--- src/rtl/core/cfdc_pkg.sv ---
`timescale 1ns / 1ps
// Shared types and constants for the chunk frustum/distance cull block.
// No dependencies.
package cfdc_pkg;

    localparam int COORD_W       = 16;
    localparam int DIST_W        = 8;
    localparam int ENTRY_W       = 32;
    localparam int COEF_W        = ENTRY_W + 1;
    localparam int INDEX_W       = 4;
    localparam int MAT_DEPTH     = 16;
    localparam int NUM_PLANES    = 6;
    localparam int CFG_INDEX_W   = 2;
    localparam int CFG_DATA_W    = 16;

    localparam int CHUNK_SIZE_DEF   = 16;
    localparam int CHUNK_HEIGHT_DEF = 256;

    localparam logic [DIST_W-1:0] RENDER_DIST_RST = 8'd8;

    typedef enum logic
    {
        OP_LOAD = 1'b0,
        OP_TEST = 1'b1
    } op_e;

    typedef enum logic [CFG_INDEX_W-1:0]
    {
        CFG_CAMERA_X    = 2'd0,
        CFG_CAMERA_Z    = 2'd1,
        CFG_RENDER_DIST = 2'd2
    } cfg_reg_e;

    typedef struct packed
    {
        logic                       operation;
        logic [INDEX_W-1:0]         entry_index;
        logic signed [ENTRY_W-1:0]  entry_value;
        logic signed [COORD_W-1:0]  chunk_x;
        logic signed [COORD_W-1:0]  chunk_z;
        logic                       has_geometry;
    } chunk_item_t;

    typedef struct packed
    {
        logic draw;
        logic distance_culled;
        logic frustum_culled;
    } verdict_t;

    // Capture enables for the lane stages
    typedef struct packed
    {
        logic s3;
        logic s4;
        logic s5;
    } adv_t;

endpackage

--- src/rtl/core/cfdc_plane_lane.sv ---
`timescale 1ns / 1ps
// One clip-plane test: positive-vertex products, partial sums, sign.
// Depends on cfdc_pkg. Three register stages, no reset (payload only).
module cfdc_plane_lane #(
    parameter int CORW         = 22,
    parameter int CHUNK_HEIGHT = cfdc_pkg::CHUNK_HEIGHT_DEF
) (
    input  logic                                 clk,
    input  cfdc_pkg::adv_t                       adv,
    input  logic signed [cfdc_pkg::COEF_W-1:0]   coef_a,
    input  logic signed [cfdc_pkg::COEF_W-1:0]   coef_b,
    input  logic signed [cfdc_pkg::COEF_W-1:0]   coef_c,
    input  logic signed [cfdc_pkg::COEF_W-1:0]   coef_d,
    input  logic signed [CORW-1:0]               min_x,
    input  logic signed [CORW-1:0]               max_x,
    input  logic signed [CORW-1:0]               min_z,
    input  logic signed [CORW-1:0]               max_z,
    output logic                                 neg
);

    localparam int PW = cfdc_pkg::COEF_W + CORW;
    localparam int SW = PW + 2;
    localparam logic signed [CORW-1:0] HEIGHT_S = CORW'(CHUNK_HEIGHT);

    logic signed [CORW-1:0] sel_x;
    logic signed [CORW-1:0] sel_z;
    logic signed [PW-1:0]   prod_a_next;
    logic signed [PW-1:0]   prod_b_next;
    logic signed [PW-1:0]   prod_c_next;
    logic signed [SW-1:0]   total;

    logic signed [PW-1:0]   prod_a_reg;
    logic signed [PW-1:0]   prod_b_reg;
    logic signed [PW-1:0]   prod_c_reg;
    logic signed [cfdc_pkg::COEF_W-1:0] d_reg;
    logic signed [SW-1:0]   sum_ab_reg;
    logic signed [SW-1:0]   sum_cd_reg;
    logic                   neg_reg;

    always_comb
    begin
        sel_x       = coef_a[cfdc_pkg::COEF_W-1] ? min_x : max_x;
        sel_z       = coef_c[cfdc_pkg::COEF_W-1] ? min_z : max_z;
        prod_a_next = coef_a * sel_x;
        prod_c_next = coef_c * sel_z;
        // y spans 0..CHUNK_HEIGHT; the minimum corner contributes nothing
        prod_b_next = coef_b[cfdc_pkg::COEF_W-1] ? '0 : coef_b * HEIGHT_S;
        total       = sum_ab_reg + sum_cd_reg;
    end

    always_ff @(posedge clk)
    begin
        if (adv.s3)
        begin
            prod_a_reg <= prod_a_next;
            prod_b_reg <= prod_b_next;
            prod_c_reg <= prod_c_next;
            d_reg      <= coef_d;
        end
        if (adv.s4)
        begin
            sum_ab_reg <= SW'(prod_a_reg) + SW'(prod_b_reg);
            sum_cd_reg <= SW'(prod_c_reg) + SW'(d_reg);
        end
        if (adv.s5)
        begin
            neg_reg <= total[SW-1];
        end
    end

    assign neg = neg_reg;

endmodule

--- config.mk ---
export PLATFORM = sky130hd
export DESIGN_NAME = cfdc_plane_lane
export DESIGN_NICKNAME = d
export VERILOG_FILES = /design/src/rtl/core/cfdc_pkg.sv /design/src/rtl/core/cfdc_plane_lane.sv
export SDC_FILE = /design/constraint.sdc
export NUM_CORES = 2
export LEC_CHECK = 0
export ABC_CLOCK_PERIOD_IN_PS = 30400
export BUFFER_PORTS_ARGS = -buffer_cell sky130_fd_sc_hd__buf_2
export CORE_MARGIN = 3
export CORE_UTILIZATION = 70
export DETAILED_ROUTE_END_ITERATION = 16
export PLACE_DENSITY = 0.95
export RECOVER_POWER = 100
export SYNTH_ARGS = -nofsm -noshare
export SYNTH_HDL_FRONTEND = slang
export SYNTH_SLANG_ARGS = --single-unit
--- constraint.sdc ---
create_clock -name clk -period 30.4 [get_ports clk]
set_input_delay 9.12 -clock clk [delete_from_list [all_inputs] [get_ports clk]]
set_output_delay 9.12 -clock clk [all_outputs]
set_load 0.01 [all_outputs]
==> out/metrics.cfg <==
[clocking]
clock_latency_ns = 0.56
clock_path_buffers = 3
htree_levels = 1
cts_resized = 0
cts_tree = yes
path_clk_slew_ns = 0.07
clock_sinks = 288
postCtsHoldBufs = 0
cts_root_buf = clkbuf_16
numCtsBuffers = 26
post_cts_buffers = 0

[die]
die_y_um = 312
initial_core_util_pct = 71.1
row_count = 111
fp.dieArea_um2 = 97400
core_area_um2 = 92200
io-pin-count = 225
die_w_um = 312

[run_status]
violations = design-rule violations, max-capacitance violations, max-slew violations
outcome = finished, violations left

[drt]
drt_iter0_drc = 5177
vias_per_cell = 6.21
route.detailed.drc = 1
first_pass_iters = 14
ant_nets = 0
wl_per_cell_um = 22.0
drt_wl_total_mm = 176
num_vias = 49700

[placed_design]
numPortBuffers = 224
place.gp.congestion = 0.941
dpl.hpwl_mm = 135

[synthesis]
ys_ff_latch = 288
synth_warnings = 0
synthArstFlopShare_pct = 0
syn_area_um2 = 65600
synth_edf_count = 288
ys.flop_type = edfxtp_1
synth_cell_types = 90
syn_area_per_cell_um2 = 9.72
syn_nets = 8866
syn_inst = 6742
ys_seq_area_share_pct = 13.2

[timing]
fin_crit_ns = 19.87
slew_headroom_pct = -277
hold_viol = 0
rsz0062_at_grt = false
final.setup.tns_ns = 0
min_period_over_period_pct = 65.4
finalMaxSlewViolations = 396
worstMarginPinSlew_ns = 5.65
finClkSkew_ns = 0.0163
fmax_mhz = 50.3
setup_viol = 0

[cells_and_area]
layout_commonest_cell = inv_1
drive_above_1_share_pct = 4.86
synthToLayoutAreaGrowth_pct = 3.83
final_cell_mix = inv_1, fa_1, nand2_1
fin_nets = 8868

[worst_setup_path]
crit_arrival_ns = 20.16
crit_required_ns = 30.69
max_stage_delay_ns = 1.36
path_class = in -> reg
crit_chain = clkbuf_1 > clkinv_1 > a21o_1 > clkbuf_1 > nand2_1 > fa_1 > fa_1 > fa_1 > fa_1 > fa_1 > inv_1 > fa_1 > fa_1 > ha_1 > and3_1 > and3_1 > o311ai_0 > a21boi_0 > a31oi_1 > a2111oi_0 > o21ai_0 > a31oi_2 > a21oi_1 > xnor2_1
cp_num_buf_inv = 4
cpMostUsedCell = fa_1
start_kind = input pin
crit_fanout = 32
cp_slowest_cell = a2111oi_0
crit_family = adder cells
cp-end-kind = register

[grt]
grt_pass1_wl_mm = 287
antenna_found_initial = 5
grt_max_degree = 104
track_usage_pct = 37.6
first_global_vias = 56600
grt_overflow = 0

[run]
cap_violations = 8

[min_path]
hold_class = reg -> reg

-- cells by family (layout without fill, tap and decap cells) --
family / count (synthesis) / in the layout / synth area share [%]
simple gates: 1936 / 1936 / 14.3
other cells: 0 / 4 / 0
compound gates: 660 / 660 / 6.83
fa+ha+maj: 1900 / 1900 / 52.8
xor+xnor: 204 / 204 / 2.73
flops: 288 / 288 / 13.2
mux: 4 / 4 / 0.0611
buf+inv: 1750 / 1771 / 10.0
-- worst paths after layout --
kind                 start        endpoint  slack (ns)  depth (start not counted)
max reg2reg  prod_c_reg[0]  sum_cd_reg[50]       26.11                         13
min reg2reg  prod_a_reg[0]   sum_ab_reg[0]        0.46                          0
max             coef_a[32]  prod_a_reg[51]       10.53                         24
min          prod_a_reg[0]   sum_ab_reg[0]        0.46                          0
-- per-stage QoR --
| stage | instances | hold slack, ns | setup slack [ns] | cell area [um^2] | util, % |
|---|---|---|---|---|---|
| floorplan | 6742 | 0.400 | 14.08 | 65600 | - |
| global placement | 7959 | 0.416 | 13.02 | 67500 | 73.2 |
| detailed placement | 7959 | 0.432 | 12.61 | 67500 | 73.2 |
| CTS | 8006 | 0.459 | 13.14 | 68300 | 74.1 |
| global route | 8006 | 0.474 | 10.03 | 68100 | 73.8 |
| finish | 8010 | 0.462 | 10.53 | 68100 | 73.8 |
-- area by class of cell --
cell class,instances,area (um^2)
Antenna cell,4,10.0
Clock buffer,28,658
Inverter,1456,5470
Timing Repair Buffer,268,1410
Tap cell,1243,1560
Clock inverter,19,155
Sequential cell,288,8650
Multi-Input combinational cell,4704,50200
Fill cell,5607,24200
-- worst reg2reg max path, delay by kind of cell (launching register included) --
| kind | cells | cell delay, ns |
|---|---|---|
| AOI/OAI and AO/OA | 6 | 2.25 |
| and+or+nand+nor | 3 | 0.66 |
| adders and majority gates | 2 | 0.47 |
| DFF | 1 | 0.38 |
| xor gates and xnor gates | 1 | 0.19 |
| buffers and inverters | 1 | 0.08 |
-- Yosys cell counts (7+ instances only) --
master / instances / area, um^2
a21o_1: 137 / 1030
buf_2: 9 / 45.0
and3_1: 16 / 100
o21a_1: 33 / 248
a211oi_1: 25 / 188
o31ai_1: 11 / 82.6
nor4_1: 7 / 43.8
clkbuf_1: 283 / 1060
and2_1: 416 / 2600
fa_1: 1444 / 28900
o21bai_1: 21 / 158
o21ai_0: 99 / 495
and4_1: 9 / 78.8
xor2_1: 65 / 569
inv_1: 1453 / 5450
ha_1: 456 / 5710
o21ai_1: 21 / 105
nor2_1: 164 / 616
or2_2: 18 / 113
a31oi_1: 15 / 93.8
nand2_1: 911 / 3420
a21oi_2: 12 / 105
nand2b_1: 40 / 250
o211ai_1: 14 / 105
a21oi_1: 185 / 926
edfxtp_1: 288 / 8650
nor3_1: 27 / 135
nand4_1: 36 / 225
nor2b_1: 227 / 1420
xnor2_1: 139 / 1220
nand3_1: 43 / 215
-- metal layers --
layer	track usage (%)	wire, um	share of wire [%]	vias to the layer above
met4	25.7	15200	8.6	2
met1	44.8	57000	32	24500
met2	59.6	83000	47	3514
met5	0	13	0.0074	-
met3	10.7	20900	12	1320
li1	-	-	-	20400
Power is not shown: default switching activity piles up to over one toggle a cycle in this logic, so the estimate is an artifact.
